`src/sv/ssb_pkg.sv`:
```
package ssb_pkg;

   localparam int CSR_INDEX_BITS  = 2;
   localparam int CSR_DATA_BITS   = 16;
   localparam int PITCH_BITS      = 12;
   localparam int SRC_WIDTH_BITS  = 12;
   localparam int PIXEL_BITS      = 16;
   localparam int RECT_BITS       = 12;
   localparam int FIX_BITS        = 32;
   localparam int FLOOR_BITS      = 16;
   localparam int DEST_FIELD_BITS = 24;
   localparam int QUO_BITS        = 32;

   localparam logic [CSR_INDEX_BITS-1:0] CSR_DEST_PITCH      = 2'd0;
   localparam logic [CSR_INDEX_BITS-1:0] CSR_SRC_WIDTH       = 2'd1;
   localparam logic [CSR_INDEX_BITS-1:0] CSR_TRANSPARENT_KEY = 2'd2;

   localparam logic [PITCH_BITS-1:0]     RESET_DEST_PITCH = 12'd640;
   localparam logic [SRC_WIDTH_BITS-1:0] RESET_SRC_WIDTH  = 12'd256;
   localparam logic [PIXEL_BITS-1:0]     RESET_KEY        = 16'd0;

   localparam logic [1:0] KIND_LOAD    = 2'd0;
   localparam logic [1:0] KIND_START   = 2'd1;
   localparam logic [1:0] KIND_ADVANCE = 2'd2;

   typedef struct packed {
      logic [1:0]                  kind;
      logic [15:0]                 src_index;
      logic [PIXEL_BITS-1:0]       src_pixel;
      logic [RECT_BITS-1:0]        left;
      logic [RECT_BITS-1:0]        top;
      logic [RECT_BITS-1:0]        right;
      logic [RECT_BITS-1:0]        bottom;
      logic signed [FIX_BITS-1:0]  u_start;
      logic signed [FIX_BITS-1:0]  v_start;
      logic signed [FIX_BITS-1:0]  u_end;
      logic signed [FIX_BITS-1:0]  v_end;
   } req_type;

   typedef struct packed {
      logic [DEST_FIELD_BITS-1:0] dest_addr;
      logic [PIXEL_BITS-1:0]      out_pixel;
      logic                       write_enable;
      logic                       last;
      logic                       idle;
   } rsp_type;

   typedef struct packed {
      logic                       start;
      logic signed [QUO_BITS:0]   diff;
   } div_cmd_type;

   typedef struct packed {
      logic                       busy;
      logic                       done;
      logic [QUO_BITS-1:0]        quo;
   } div_res_type;

endpackage

```
`src/sv/ssb_div.sv`:
```
module ssb_div
   import ssb_pkg::*;
#(
   parameter int DEN_BITS = 12
) (
   input  logic                clock,
   input  logic                reset,
   input  div_cmd_type         cmd,
   input  logic [DEN_BITS-1:0] den,
   output div_res_type         res
);

   localparam int STEP_BITS = $clog2(QUO_BITS);

   logic                  busy_ff, busy_in;
   logic                  done_ff, done_in;
   logic [STEP_BITS-1:0]  cnt_ff, cnt_in;
   logic [QUO_BITS-1:0]   mag_ff, mag_in;
   logic [DEN_BITS-1:0]   rem_ff, rem_in;
   logic [DEN_BITS-1:0]   den_ff, den_in;
   logic                  neg_ff, neg_in;
   logic [QUO_BITS-1:0]   quo_ff, quo_in;

   logic [DEN_BITS:0]     trial;
   logic [DEN_BITS:0]     trial_sub;
   logic                  take;
   logic [QUO_BITS-1:0]   mag_step;
   logic [QUO_BITS:0]     abs_diff;

   always_comb begin
      trial     = {rem_ff, mag_ff[QUO_BITS-1]};
      trial_sub = trial - {1'b0, den_ff};
      take      = trial >= {1'b0, den_ff};
      mag_step  = {mag_ff[QUO_BITS-2:0], take};
      abs_diff  = cmd.diff[QUO_BITS] ? -cmd.diff : cmd.diff;

      busy_in = busy_ff;
      done_in = 1'b0;
      cnt_in  = cnt_ff;
      mag_in  = mag_ff;
      rem_in  = rem_ff;
      den_in  = den_ff;
      neg_in  = neg_ff;
      quo_in  = quo_ff;

      if (cmd.start) begin
         busy_in = 1'b1;
         cnt_in  = '0;
         mag_in  = abs_diff[QUO_BITS-1:0];
         rem_in  = '0;
         den_in  = den;
         neg_in  = cmd.diff[QUO_BITS];
      end else if (busy_ff) begin
         mag_in = mag_step;
         rem_in = take ? trial_sub[DEN_BITS-1:0] : trial[DEN_BITS-1:0];
         cnt_in = cnt_ff + STEP_BITS'(1);
         if (cnt_ff == STEP_BITS'(QUO_BITS - 1)) begin
            busy_in = 1'b0;
            done_in = 1'b1;
            quo_in  = neg_ff ? -mag_step : mag_step;
         end
      end
   end

   always_ff @(posedge clock) begin
      if (reset) begin
         busy_ff <= 1'b0;
         done_ff <= 1'b0;
      end else begin
         busy_ff <= busy_in;
         done_ff <= done_in;
      end
      cnt_ff <= cnt_in;
      mag_ff <= mag_in;
      rem_ff <= rem_in;
      den_ff <= den_in;
      neg_ff <= neg_in;
      quo_ff <= quo_in;
   end

   assign res.busy = busy_ff;
   assign res.done = done_ff;
   assign res.quo  = quo_ff;

endmodule

```
`config.mk`:
```
export PLATFORM = sky130hd
export DESIGN_NAME = ssb_div
export DESIGN_NICKNAME = d
export VERILOG_FILES = /design/src/sv/ssb_pkg.sv /design/src/sv/ssb_div.sv
export SDC_FILE = /design/constraint.sdc
export NUM_CORES = 1
export LEC_CHECK = 0
export BUFFER_PORTS_ARGS = -buffer_cell sky130_fd_sc_hd__buf_4
export CAP_MARGIN = 20
export CORE_MARGIN = 3
export CORE_UTILIZATION = 45
export DETAILED_ROUTE_END_ITERATION = 7
export HOLD_SLACK_MARGIN = 0.08
export PLACE_DENSITY = 0.65
export SKIP_CTS_REPAIR_TIMING = 1
export SYNTH_ARGS = -nofsm -noshare
export SYNTH_HDL_FRONTEND = slang
export SYNTH_SLANG_ARGS = --single-unit
```
`constraint.sdc`:
```
create_clock -name clock -period 4.2 [get_ports clock]
set_input_delay 0.21 -clock clock [delete_from_list [all_inputs] [get_ports clock]]
set_output_delay 0.21 -clock clock [all_outputs]
set_load 0.05 [all_outputs]
```
# Word-level counts from Yosys, hierarchy flattened

Index checks and enable logic that the tools add are counted.

Add/subtract/negate cells: 4
Bitwise logic cells: 2
Eq/ne operators: 1
Order comparisons: 1
Reductions and logical operators: 3
Multiplexer cells: 9

Operators by type and width:

| operator            | count |
|---|---|
| $mux 32             | 4 |
| $neg 32->32         | 2 |
| $ge 13x12->1        | 1 |
| $mux 12             | 1 |
| $sub 12x12->12      | 1 |
| $add 5x1->5 const B | 1 |
| $eq 5x5->1 const B  | 1 |
| $mux 1              | 4 |
| $reduce_and 3->1    | 1 |
| $reduce_or 3->1     | 1 |
| $not 1->1           | 2 |
| $reduce_bool 2->1   | 1 |

Bits in registers: 96
Input port bits: 48
Word-level logic and storage cells: 28

# Logic depth before layout (Yosys ltp)

Gate-level depths: netlist of run 1.

Depth after elaboration: 4
Gate-level depth with buffers: 13
Mapped depth without buffers: 12

# Least setup slack after synthesis of run 1

OpenSTA, ideal clock, no wires.

Path kind: register -> register
Start: reg den_ff[3]
End: reg quo_ff[24] (data pin)
Slack: 897 ps
Data arrival time: 3037 ps
Stages on the path, launching flop included: 14
Path through: edfxtp_1 > inv_1 > ha_1 > a21o_1 > a21oi_1 > a311o_1 > nand2_1 > inv_1 > buf_2 > ha_1 > nor3b_1 > nand4_1 > o41ai_1 > xnor2_1

Cells in the longest elaborated chain, start to end: 3

Ends and longest elaborated chain:

| item                     | RTL line      | text |
|---|---|---|
| start: declaration       | ssb_div.sv:20 | `logic [DEN_BITS-1:0] den_ff, den_in;` |
| start signal: assignment | ssb_div.sv:76 | `den_ff <= den_in;` |
| $ge 13x12->1             | ssb_div.sv:33 | `take = trial >= {1'b0, den_ff};` |
| $neg 32->32              | ssb_div.sv:60 | `quo_in = neg_ff ? -mag_step : mag_step;` |
| $mux 32                  | ssb_div.sv:60 |  |
| end signal: assignment   | ssb_div.sv:78 | `quo_ff <= quo_in;` |
| end: declaration         | ssb_div.sv:22 | `logic [QUO_BITS-1:0] quo_ff, quo_in;` |

Every way passes these cells.
A chain may end at the register's enable or synchronous reset.

# Worst setup path after layout of run 1

Start: reg rem_ff[2]
End: reg quo_ff[24] (data pin)

Cells in the longest elaborated chain, start to end: 3

Ends and longest elaborated chain:

| item                     | RTL line      | text |
|---|---|---|
| start: declaration       | ssb_div.sv:19 | `logic [DEN_BITS-1:0] rem_ff, rem_in;` |
| start signal: assignment | ssb_div.sv:75 | `rem_ff <= rem_in;` |
| $ge 13x12->1             | ssb_div.sv:33 |  |
| $neg 32->32              | ssb_div.sv:60 |  |
| $mux 32                  | ssb_div.sv:60 |  |

Every way passes these cells.

==> results.md, run 1 <==
* Power Density at approximately 360 mW/mm^2
* Number of buffers and inverters on the critical path at 1
* Clock latency at the later pin of the worst-skew pair at 0.35 ns
* Overall routing resource usage at 18.0%
* Gr ovfl total at 0
* Sequential element share of the synthesized area at 49.5%
* Run status: complete, no violations
* Share of the synthesized area in the top cell type at 42.5%
* Cell types occupying the most area after synthesis: edfxtp_1 (42%), dfxtp_1 (7.0%), xnor2_1 (5.8%), xor2_1 (5.0%), nor2_1 (4.0%)
* Die Y at around 120 um
* Leading area contributor after synthesis: edfxtp_1
* DP Cell Count at 725
* Final hold viol count at 0
* Cell type with the highest occurrence count on the critical path: ha_1
* Starting utilization of the core area at 46.9%
* Number of DRC markers after the initial detailed-route iteration at 213
* Max Fclk at about 280 MHz
* Number of enable flip-flop cells after synthesis at between 70 and 80
* Most used standard cells in the synthesized netlist: edfxtp_1 (77), nor2_1 (58), a21oi_1 (37)
* Worst path max stage delay at 0.56 ns
* Total non-filler cell area in the finished layout at 0.00658 mm^2
* Setup violation total in the final timing report at 0
* Clk slew on worst S/H paths at 0.06 ns
* Period minus WS final at 3.58 ns
* Critical hold path startpoint: cmd[27]
* Post-Syn Area per Cell at roughly 11 um^2
* Core Footprint at 0.0116 mm^2
* Length of the first detailed-routing pass in iterations at 5
* Layout cell share with drive strength beyond 1 at about 20%
* Slowest cell on crit path: o41ai_1
* Area used by multi-input combinational logic at between 0.002 and 0.003 mm^2
* Number of flip-flops and latches in the synthesized netlist at 96
* Count of pins on the block boundary at 82
* Storage element area at 0.00269 mm^2
* Syn_nets at 583
* Initial antenna violation count at 0
* Routability congestion estimate at 0.839
* Wire length reported by the detailed router at about 12 mm
* Number of design rule violations left after detail routing at 0
* Worst max-slew margin expressed relative to the limit at 33.2%
* Post-route fraction of the period consumed by the critical path at 85.1%
* Kind of capture point of the worst setup path: flop
* Post-detail-place hpwl at ~8.4 mm
* Ordered list of cells on the worst path: ha_1 > a21o_1 > a21oi_1 > a311o_1 > nand2_1 > inv_1 > ha_1 > nor3b_1 > nand4_1 > o41ai_1 > xnor2_1
* Input/output buffers at 81
* Mapped Area at 0.00544 mm^2
* Routed vias/inst at approximately 5.5
* DRT antenna net count at 0
* CTS H-tree depth at 3
* Total number of placement rows at 39
* Ys flop type: edfxtp_1
* Clk Tree Root Cell: clkbuf_16
* Start-to-end type of the worst setup path: flop to flop
* Cts bufs inserted at 9
* Worst Path Required at 4.29 ns
* Number of fill cells at 1018
* VDD IR-drop max at 0.209 mV
* Largest net degree at the start of global routing at 58
* Vias at slightly above 4000
* Gate count of the mapped netlist at 518
* Placed Instance Area at between 0.006 and 0.007 mm^2
* Die Footprint at 0.0135 mm^2
* Count of clock tree sinks at 96
* Least-Margin Pin Slew at 1.00 ns
* Hold crit path type: primary input to flop
* CTS tree: done
* Overall die width at 116 um
* Synth Warn # at 0
* Final count of pins violating max slew at 0
* Launch point of the critical path: rem_ff[2]
* Async SR Flop Fraction at 0%
* Clock Path Buffers at 2
* Overall power at 2.38 mW
* Global-route wire length before repair at 18.9 mm
* Delay-heaviest family, CP: compound AO/OA/AOI/OAI gates
* Number of global-route vias before repair at ~3800
* Number of nets in the finished design at 671
* Library cells used by synthesis at 53
* Launching element type of the critical path: flop
* Total negative slack at 0 ns
* Worst clock skew on the final layout at just over 0.008 ns
* CP Max Fanout at 8
* Critical R2R Launch: rem_ff[2]
* Setup repair after global routing missed its margin: no
* Average wire length per cell after detail routing at 15.7 um
* MaxCap Viol Count at 0
* Count leader, synth: edfxtp_1
* Final Instance Count excl. Fillers at approximately 750
* Cell leakage power at ~2.5 nW
* Antenna diode count at 0
* Layout Area Growth over Synthesis at 20.9%
* Worst EP arrival at around 3.7 ns
-- cell families (layout without fill, tap and decap cells) --
logic type	Yosys count	count (layout)	share of synthesized area [%]
flip-flops	96	96	49.5
AND/OR/NAND/NOR	166	166	16.3
AO/OA/AOI/OAI	125	125	15.4
buffers and inverters	42	135	3.06
multiplexers	5	5	0.965
XOR/XNOR	67	67	10.8
adder cells (fa/ha/maj)	17	17	4.05
-- final cells by class --
| type | instances | share of cell area [%] |
|---|---|---|
| clock buffers | 10 | 3.63 |
| repair buffers | 99 | 11.8 |
| well taps | 143 | 2.72 |
| clock inverters | 6 | 0.532 |
| multi-input cells | 380 | 39.3 |
| flip-flops and latches | 96 | 40.9 |
| inverters | 20 | 1.14 |
-- state kept, by name (all words and copies together) (netlist names) --
signal and count:
busy_ff 1, quo_ff 32, neg_ff 1, den_ff 12, done_ff 1, mag_ff 32
rem_ff 12, cnt_ff 5
-- worst min-delay path, delay by kind of cell --
family / cells / cell delay (ns)
compound gates: 1 / 0.13
xor+xnor: 1 / 0.06
buf+inv: 1 / 0.09
-- report_power, final --
group          switching (mW)  internal, mW
registers              0.0684          1.12
logic                   0.235         0.204
clock network           0.347         0.413
total                   0.651          1.73
-- path summary, 6_finish.rpt --
kind	endpoint	slack (ns)	cells after the start
setup / recovery	quo_ff[24]	0.62	11
hold / removal	mag_ff[27]	0.26	3
setup reg to reg	quo_ff[24]	0.62	11
hold reg to reg	rem_ff[8]	0.51	2
-- per-stage QoR --
step	hold WS (ns)	util, %	worst slack, ns
after global routing	0.265	56.7	0.244
after global placement	0.379	53.2	0.759
after floorplan	0.282	-	0.897
final	0.256	56.7	0.624
after CTS	0.0208	55.5	0.658
after detailed placement	0.386	53.2	0.688
-- placed cells by master (no fill, tap or decap), types with 3 or more instances in the layout --
cell | Yosys | routed
buf_4 | 2 | 86
edfxtp_1 | 77 | 77
nor2_1 | 58 | 58
a21oi_1 | 37 | 37
xnor2_1 | 36 | 36
nand2_1 | 33 | 33
xor2_1 | 31 | 31
o21ai_0 | 28 | 28
inv_1 | 20 | 20
dfxtp_1 | 19 | 19
ha_1 | 16 | 16
o31ai_1 | 15 | 15
dlygate4sd3_1 | 0 | 13
o41ai_1 | 12 | 12
nand2b_1 | 10 | 10
a311oi_1 | 10 | 10
clkbuf_16 | 0 | 9
nand3_1 | 8 | 8
or3_1 | 8 | 8
nor3_1 | 7 | 7
nor2b_1 | 5 | 5
o21a_1 | 4 | 4
a21o_1 | 4 | 4
or4_4 | 4 | 4
nor3b_1 | 4 | 4
nand4b_1 | 3 | 3
a211oi_1 | 3 | 3
and3_1 | 3 | 3
nand4_1 | 3 | 3
or4_1 | 3 | 3
or2_2 | 3 | 3
nor4_1 | 3 | 3
o31ai_2 | 3 | 3
mux2i_1 | 3 | 3
clkinv_2 | 0 | 3
-- metal layers --
layer  track usage (%)  up-vias  wire length [um]
li1                  -     2083                 -
met4              6.65        0               184
met2              28.2       89              5450
met1              24.9     1941              5590
met3              3.55       14               609
met5                 0        -                 0
Power figures use the tool's default switching activity.
==> inputs of run 2 (changes only) <==
- CORE_UTILIZATION: 45 -> 50
- PLACE_DENSITY: 0.65 -> 0.71
==> run 2 against run 1 <==
Compared with the run above: die area shrank 9.5%; global-route usage grew 3.0 points; critical path depth grew 1; wire length grew 2.9%; clock-buffer cell count shrank 1; non-clock buffer count is the same; core utilization grew 5.3 points; register-to-register slack gained 0.05 ns; sequential power is essentially flat; combinational power is essentially flat; critical endpoint unchanged; highest routed layer unchanged.
==> results.md, run 2 (same netlist as run 1, synthesis figures left out) <==
* Count of clock tree sinks at 96 (unchanged)
* Largest regs: mag_ff: 32 flops, quo_ff: 32 flops
* Met1 Wirelength at 5.51 mm (-1.4%)
* Antenna diode count at 0 (unchanged)
* Critical hold path startpoint: cmd[27]
* Setup violation total in the final timing report at 0 (unchanged)
* Register-to-register setup slack at 0.67 ns (+0.05 ns)
* Sequential Power Share at 53.5% (+3.8 points)
* CTS H-tree depth at 3 (unchanged)
* Layout cell share with drive strength beyond 1 at 19.8% (-0.16 points)
* Worst EP arrival at 3.64 ns (-0.02 ns)
* Number of global-route vias before repair at 4032 (+5.4%)
* Final Instance Count excl. Fillers at 747 (-0.93%)
* Worst Path Required at 4.31 ns (+0.02 ns)
* Worst reg-to-reg path cell count at 12 (+1)
* Clock Path Buffers at 2 (unchanged)
* Terminus of the critical flop-to-flop path: quo_ff[24]
* Number of cells on the worst hold path at 3 (unchanged)
* Launching element type of the critical path: flop
* VDD IR-drop max at 0.153 mV (-27%)
* Total non-filler cell area in the finished layout at 0.00648 mm^2 (-1.5%)
* Clk slew on worst S/H paths at 0.09 ns (+0.03 ns)
* Start-to-end type of the worst setup path: flop to flop
* Worst clock skew on the final layout at 0.00612 ns (-0.00218 ns)
* Initial antenna violation count at 0 (unchanged)
* Core Footprint at 0.0105 mm^2 (-9.9%)
* Largest net degree at the start of global routing at 64 (+10%)
* Top metal layer carrying routed signals: met4
* Die Y at 110 um (-4.9%)
* Clk Tree Root Cell: clkbuf_8
* Cell leakage power at 2.42 nW (-1.8%)
* Starting utilization of the core area at 52.0% (+5.2 points)
* Number of fill cells at 892 (-12%)
* Capturing element of the worst setup path: quo_ff[24]
* Max Fclk at 283 MHz (+1.3%)
* Final count of pins violating max slew at 0 (unchanged)
* Placed Instance Area at 0.00617 mm^2 (-0.14%)
* Vias at 4131 (+0.097%)
* DP Cell Count at 718 (-0.97%)
* Total number of placement rows at 37 (-5.1%)
* Input/output buffers at 81 (unchanged)
* Cts bufs inserted at 9 (unchanged)
* Critical R2R Launch: den_ff[3]
* Kind of capture point of the worst setup path: flop
* Hold crit path type: primary input to flop
* CP Max Fanout at 8 (unchanged)
* Layout Area Growth over Synthesis at 19.1%
* Routability congestion estimate at 0.903 (+7.7%)
* Length of the first detailed-routing pass in iterations at 5 (unchanged)
* Number of DRC markers after the initial detailed-route iteration at 216 (+1.4%)
* Least-Margin Pin Slew at 1.05 ns (+0.0426 ns)
* Overall routing resource usage at 21.0% (+3.0 points)
* Most common cell after layout, fill and taps aside: buf_4
* Top library cells by usage in the layout, fill and taps aside: buf_4 (86), edfxtp_1 (77), nor2_1 (58)
* Run status: complete, no violations
* Gr ovfl total at 0 (unchanged)
* Average wire length per cell after detail routing at 16.3 um (+3.9%)
* Proportion of total power due to net switching at 28.2% (+0.92 points)
* MaxCap Viol Count at 0 (unchanged)
* Overall die width at 110 um (-4.9%)
* CTS tree: done
* Net switching power at 0.624 mW (-4.1%)
* Launch point of the critical path: den_ff[3]
* Count of pins on the block boundary at 82 (unchanged)
* Total negative slack at 0 ns (unchanged)
* Number of nets in the finished design at 671 (unchanged)
* Internal power summed over all cells at 1.59 mW (-8.4%)
* Clock power share at 26.7% (-5.2 points)
* Global-route wire length before repair at 19.5 mm (+3.4%)
* Worst max-slew margin expressed relative to the limit at 30.3% (-2.8 points)
* Period minus WS final at 3.53 ns (-0.0470 ns)
* Setup repair after global routing missed its margin: no
* Post-route fraction of the period consumed by the critical path at 84.0% (-1.1 points)
* Overall power at 2.21 mW (-7.2%)
* Wire length reported by the detailed router at 12.2 mm (+2.9%)
* Met2 WL post-DR at 5.92 mm (+8.7%)
* Combinational share of power at 19.8% (+1.4 points)
* Routed length on met3 at 508 um (-17%)
* Number of design rule violations left after detail routing at 0 (unchanged)
* Power Density at 341 mW/mm^2 (-5.8%)
* Die Footprint at 0.0122 mm^2 (-9.5%)
* Routed vias/inst at 5.53 (+1.0%)
* Clock latency at the later pin of the worst-skew pair at 0.37 ns (+0.02 ns)
* DRT antenna net count at 0 (unchanged)
* Post-detail-place hpwl at 8.65 mm (+2.9%)
* Final hold viol count at 0 (unchanged)
==> run 2: worst min path at each step <==
stage | end | slack [ns]
2_1_floorplan | done_ff | 0.28
3_3_place_gp | busy_ff | 0.38
3_5_place_dp | done_ff | 0.39
4_1_cts | done_ff | -0.02
5_1_grt | mag_ff[27] | 0.22
6_report | mag_ff[27] | 0.22
==> run 2: area by class of cell <==
class | count | area [um^2] | share of cell area (%)
Multi-Input combinational cell | 380 | 2580 | 39.9
Timing Repair Buffer | 99 | 776 | 12.0
Inverter | 20 | 75.1 | 1.16
Tap cell | 136 | 170 | 2.62
Sequential cell | 96 | 2690 | 41.5
Clock inverter | 7 | 62.6 | 0.965
Clock buffer | 9 | 124 | 1.91
==> run 2: critical path, stage by stage (launching register included) <==
cell and delay, ns:
edfxtp_1 0.38, inv_1 0.07, ha_1 0.27, a21o_1 0.18, a21oi_1 0.32, a311o_1 0.31, nand2_1 0.09, inv_1 0.08
ha_1 0.21, nor3b_1 0.32, nand4_1 0.41, o41ai_1 0.51, xnor2_1 0.12
==> run 2: per-layer routing <==
metal / track usage, % / vias up
li1: - / 2079
met1: 27.7 / 1939
met2: 33.7 / 96
met3: 3.38 / 17
met4: 10.3 / 0
met5: 0 / -
==> run 2: power groups by stage <==
stage / Clock [mW] / Sequential, mW / Combinational [mW]
5_1_grt: 0.642 / 1.19 / 0.493
6_report: 0.590 / 1.18 / 0.438
3_5_place_dp: 0 / 1.20 / 0.427
3_3_place_gp: 0 / 1.20 / 0.416
4_1_cts: 0.601 / 1.18 / 0.429
2_1_floorplan: 0 / 1.18 / 0.311
==> run 2: metrics by stage <==
stage | utilization [%] | hold slack, ns | setup slack [ns]
floorplan | - | 0.282 | 0.897
global placement | 59.0 | 0.382 | 0.851
detailed placement | 59.0 | 0.385 | 0.699
CTS | 60.7 | -0.0171 | 0.667
global route | 62.0 | 0.225 | 0.278
finish | 62.0 | 0.223 | 0.671
==> inputs of run 3 (changes only) <==
- ABC_AREA: unset -> 1
- clock period: 4.2 -> 3.45 ns (I/O delays scaled with it)
==> run 3 against run 2 <==
Compared with the run above: first-iteration DRC count increased by 120%; cell area increased by 11%; combinational power increased by 7.8%; fmax increased by 13%; power increased by 30%; worst hold slack got worse by 0.011 ns; clock power increased by 69%; cell count increased by 30%; largest cell class is now multi-input combinational cells.
==> results.md, run 3 <==
* Global-route wire length before repair at 22.8 mm (+17%)
* Overall power at 2.88 mW (+30%)
* Overall die width at 116 um (+4.8%)
* Library cells used by synthesis at 53 (unchanged)
* Number of flip-flops and latches in the synthesized netlist at 96 (unchanged)
* Ordered list of cells on the worst path: inv_1 > ha_1 > nand2_1 > inv_1 > nand2_1 > a21oi_4 > nor2_8 > nand2_8 > inv_4 > ha_1 > nand3_1 > nor2_1 > nand2_1 > nor2_4 > nand3_2 > o21ai_2 > nand2_1 > xor2_1
* Total number of placement rows at 39 (+5.4%)
* Async SR Flop Fraction at 0% (unchanged)
* Worst max-slew margin expressed relative to the limit at 30.8% (+0.52 points)
* Delay-heaviest family, CP: simple AND/OR/NAND/NOR gates
* Count of pins on the block boundary at 82 (unchanged)
* Worst clock skew on the final layout at 0.0106 ns (+0.00452 ns)
* Largest net degree at the start of global routing at 44 (-31%)
* Core Footprint at 0.0116 mm^2 (+11%)
* Gr ovfl total at 0 (unchanged)
* Largest regs: mag_ff: 32 flops, quo_ff: 32 flops
* Count leader, synth: nand2_1
* Count of clock tree sinks at 96 (unchanged)
* Critical hold path startpoint: cmd[13]
* CTS H-tree depth at 3 (unchanged)
* CP Max Fanout at 27 (+19)
* Routability congestion estimate at 0.928 (+2.7%)
* Period minus WS final at 3.12 ns (-0.412 ns)
* Global routing's busiest layer: met2
* Routed vias/inst at 5.30 (-4.2%)
* Final hold viol count at 0 (unchanged)
* Worst path max stage delay at 0.36 ns (-0.15 ns)
* Initial antenna violation count at 0 (unchanged)
* Cell types occupying the most area after synthesis: edfxtp_1 (38%), nand2_1 (11%), dfxtp_1 (6.3%), inv_1 (5.6%), xor2_1 (5.1%)
* Top library cells by usage in the layout, fill and taps aside: nand2_1 (181), inv_1 (89), buf_4 (86)
* Gate count of the mapped netlist at 733 (+42%)
* Number of buffers and inverters on the critical path at 3 (+1)
* Clk Tree Root Cell: clkbuf_16
* Kind of capture point of the worst setup path: flop
* Run status: complete, no violations
* Power Density at 401 mW/mm^2 (+18%)
* Number of global-route vias before repair at 4801 (+19%)
* Antenna diode count at 0 (unchanged)
* MaxCap Viol Count at 0 (unchanged)
* DRT antenna net count at 0 (unchanged)
* Cts bufs inserted at 9 (unchanged)
* Layout Area Growth over Synthesis at 19.3%
* Critical R2R Launch: den_ff[8]
* Average wire length per cell after detail routing at 14.5 um (-11%)
* Layout cell share with drive strength beyond 1 at 16.2% (-3.6 points)
* Worst reg-to-reg path cell count at 18 (+6)
* Ys flop type: edfxtp_1
* Launch point of the critical path: den_ff[8]
* Input/output buffers at 81 (unchanged)
* Starting utilization of the core area at 52.0% (about the same)
* Most used standard cells in the synthesized netlist: nand2_1 (181), inv_1 (89), edfxtp_1 (77)
* Clock Path Buffers at 2 (unchanged)
* Net switching power at 0.802 mW (+29%)
* Wire length reported by the detailed router at 14.1 mm (+16%)
* Cell leakage power at 3.17 nW (+31%)
* Worst Path Required at 3.54 ns (-0.77 ns)
* Share of the synthesized area in the top cell type at 38.4% (-4.0 points)
* Internal power summed over all cells at 2.08 mW (+31%)
* Combinational share of power at 16.4% (-3.4 points)
* Slowest cell on crit path: ha_1
* Synth Warn # at 0 (unchanged)
* Total negative slack at 0 ns (unchanged)
* Clock power share at 34.8% (+8.1 points)
* DP Cell Count at 943 (+31%)
* Number of nets in the finished design at 889 (+32%)
* Max Fclk at 321 MHz (+13%)
* Register-to-register setup slack at 0.33 ns (-0.34 ns)
* Cell type with the highest occurrence count on the critical path: nand2_1
* Terminus of the critical flop-to-flop path: quo_ff[28]
* Die Y at 116 um (+4.8%)
* Launching element type of the critical path: flop
* Sequential Power Share at 48.8% (-4.7 points)
* Worst EP arrival at 3.21 ns (-0.43 ns)
* Clk slew on worst S/H paths at 0.07 ns (-0.02 ns)
* Overall routing resource usage at 21.3% (+0.31 points)
* Post-detail-place hpwl at 10.5 mm (+22%)
* Most common cell after layout, fill and taps aside: nand2_1
* Global-route track usage on met2 at 32.9% (-0.80 points)
* Die Footprint at 0.0134 mm^2 (+9.9%)
* CTS tree: done
* Proportion of total power due to net switching at 27.9% (-0.35 points)
* Setup violation total in the final timing report at 0 (unchanged)
* Final Instance Count excl. Fillers at 972 (+30%)
* Vias at 5151 (+25%)
* Hold EP: mag_ff[13]
* Placement Setup Slack at 0.368 ns (-0.331 ns)
* Met1 Use GR at 31.2% (+3.5 points)
* PnR worst setup slack at 0.332 ns (-0.338 ns)
* Mapped Area at 0.00601 mm^2 (+10%)
* Post-route fraction of the period consumed by the critical path at 90.4% (+6.3 points)
* Syn_nets at 798 (+37%)
* Number of cells on the worst hold path at 3 (unchanged)
* Start-to-end type of the worst setup path: flop to flop
* Clock latency at the later pin of the worst-skew pair at 0.35 ns (-0.02 ns)
* Sequential element share of the synthesized area at 44.8% (-4.7 points)
* Number of DRC markers after the initial detailed-route iteration at 482 (+120%)
* Met3 track demand over resource in global routing at 3.03% (-0.35 points)
* VDD IR-drop max at 0.236 mV (+54%)
* Number of enable flip-flop cells after synthesis at 77 (unchanged)
* Least-Margin Pin Slew at 1.04 ns (-0.00893 ns)
* Post-Syn Area per Cell at 8.21 um^2 (-22%)
* Setup repair after global routing missed its margin: no
* Leading area contributor after synthesis: edfxtp_1
* Hold crit path type: primary input to flop
* Length of the first detailed-routing pass in iterations at 5 (unchanged)
* Final count of pins violating max slew at 0 (unchanged)
* Number of design rule violations left after detail routing at 0 (unchanged)
run 3: cell types whose count changed after synthesis, sizes merged, moves of 14 or more:
| cell | change |
|---|---|
| o21ai | +27 |
| inv | +72 |
| nand3 | +49 |
| nor2 | +23 |
| o41ai | -14 |
| xnor2 | -22 |
| o31ai | -15 |
| nand2 | +152 |
| a21oi | -15 |
run 3: cell families (layout without fill, tap and decap cells):
| family | count (synthesis) | count (layout) | share of synthesized area [%] |
|---|---|---|---|
| adders and majority gates | 17 | 17 | 3.66 |
| xor gates and xnor gates | 49 | 49 | 7.14 |
| DFF | 96 | 96 | 44.8 |
| buffers and inverters | 112 | 208 | 7.57 |
| and+or+nand+nor | 364 | 364 | 27.8 |
| AOI/OAI and AO/OA | 95 | 95 | 9.03 |
run 3: worst reg2reg max path, stage by stage (launching register included):
cell	delay (ns)
edfxtp_1	0.34
inv_1	0.05
ha_1	0.36
nand2_1	0.13
inv_1	0.05
nand2_1	0.12
a21oi_4	0.09
nor2_8	0.19
nand2_8	0.16
inv_4	0.10
ha_1	0.17
nand3_1	0.13
nor2_1	0.17
nand2_1	0.15
nor2_4	0.16
nand3_2	0.10
o21ai_2	0.18
nand2_1	0.09
xor2_1	0.14
run 3: stage by stage:
stage	hold WS, ns	cell area, um^2	utilization [%]
2_1_floorplan	0.249	6010	-
5_1_grt	0.237	7170	62.0
3_3_place_gp	0.351	6740	58.3
4_1_cts	-0.0174	7040	60.9
6_report	0.212	7170	62.0
3_5_place_dp	0.352	6740	58.3
run 3: how the worst max path moves through the flow:
| stage | endpoint | slack [ns] | cells past startpoint |
|---|---|---|---|
| after global routing | quo_ff[28] | 0.03 | 18 |
| after CTS | quo_ff[28] | 0.35 | 18 |
| after floorplan | quo_ff[0] | 0.65 | 4 |
| final | quo_ff[28] | 0.33 | 18 |
| after global placement | quo_ff[28] | 0.55 | 18 |
| after detailed placement | quo_ff[28] | 0.37 | 18 |
run 3: layout make-up:
class | instances | area [um^2]
Clock buffer | 10 | 250
Clock inverter | 6 | 55.1
Fill cell | 999 | 4390
Inverter | 93 | 352
Multi-Input combinational cell | 525 | 2870
Sequential cell | 96 | 2690
Tap cell | 143 | 179
Timing Repair Buffer | 99 | 776
run 3: power groups by stage:
stage	clock network (mW)	logic (mW)	registers, mW
global route	1.06	0.534	1.41
detailed placement	0	0.454	1.43
CTS	1.01	0.457	1.40
finish	1.00	0.472	1.41
global placement	0	0.441	1.42
floorplan	0	0.315	1.41
run 3: metal layers:
layer / share of wire (%) / routed length, um
met5: 0 / 0
met4: 1.3 / 187
met3: 5.7 / 800
met2: 45 / 6350
met1: 48 / 6810
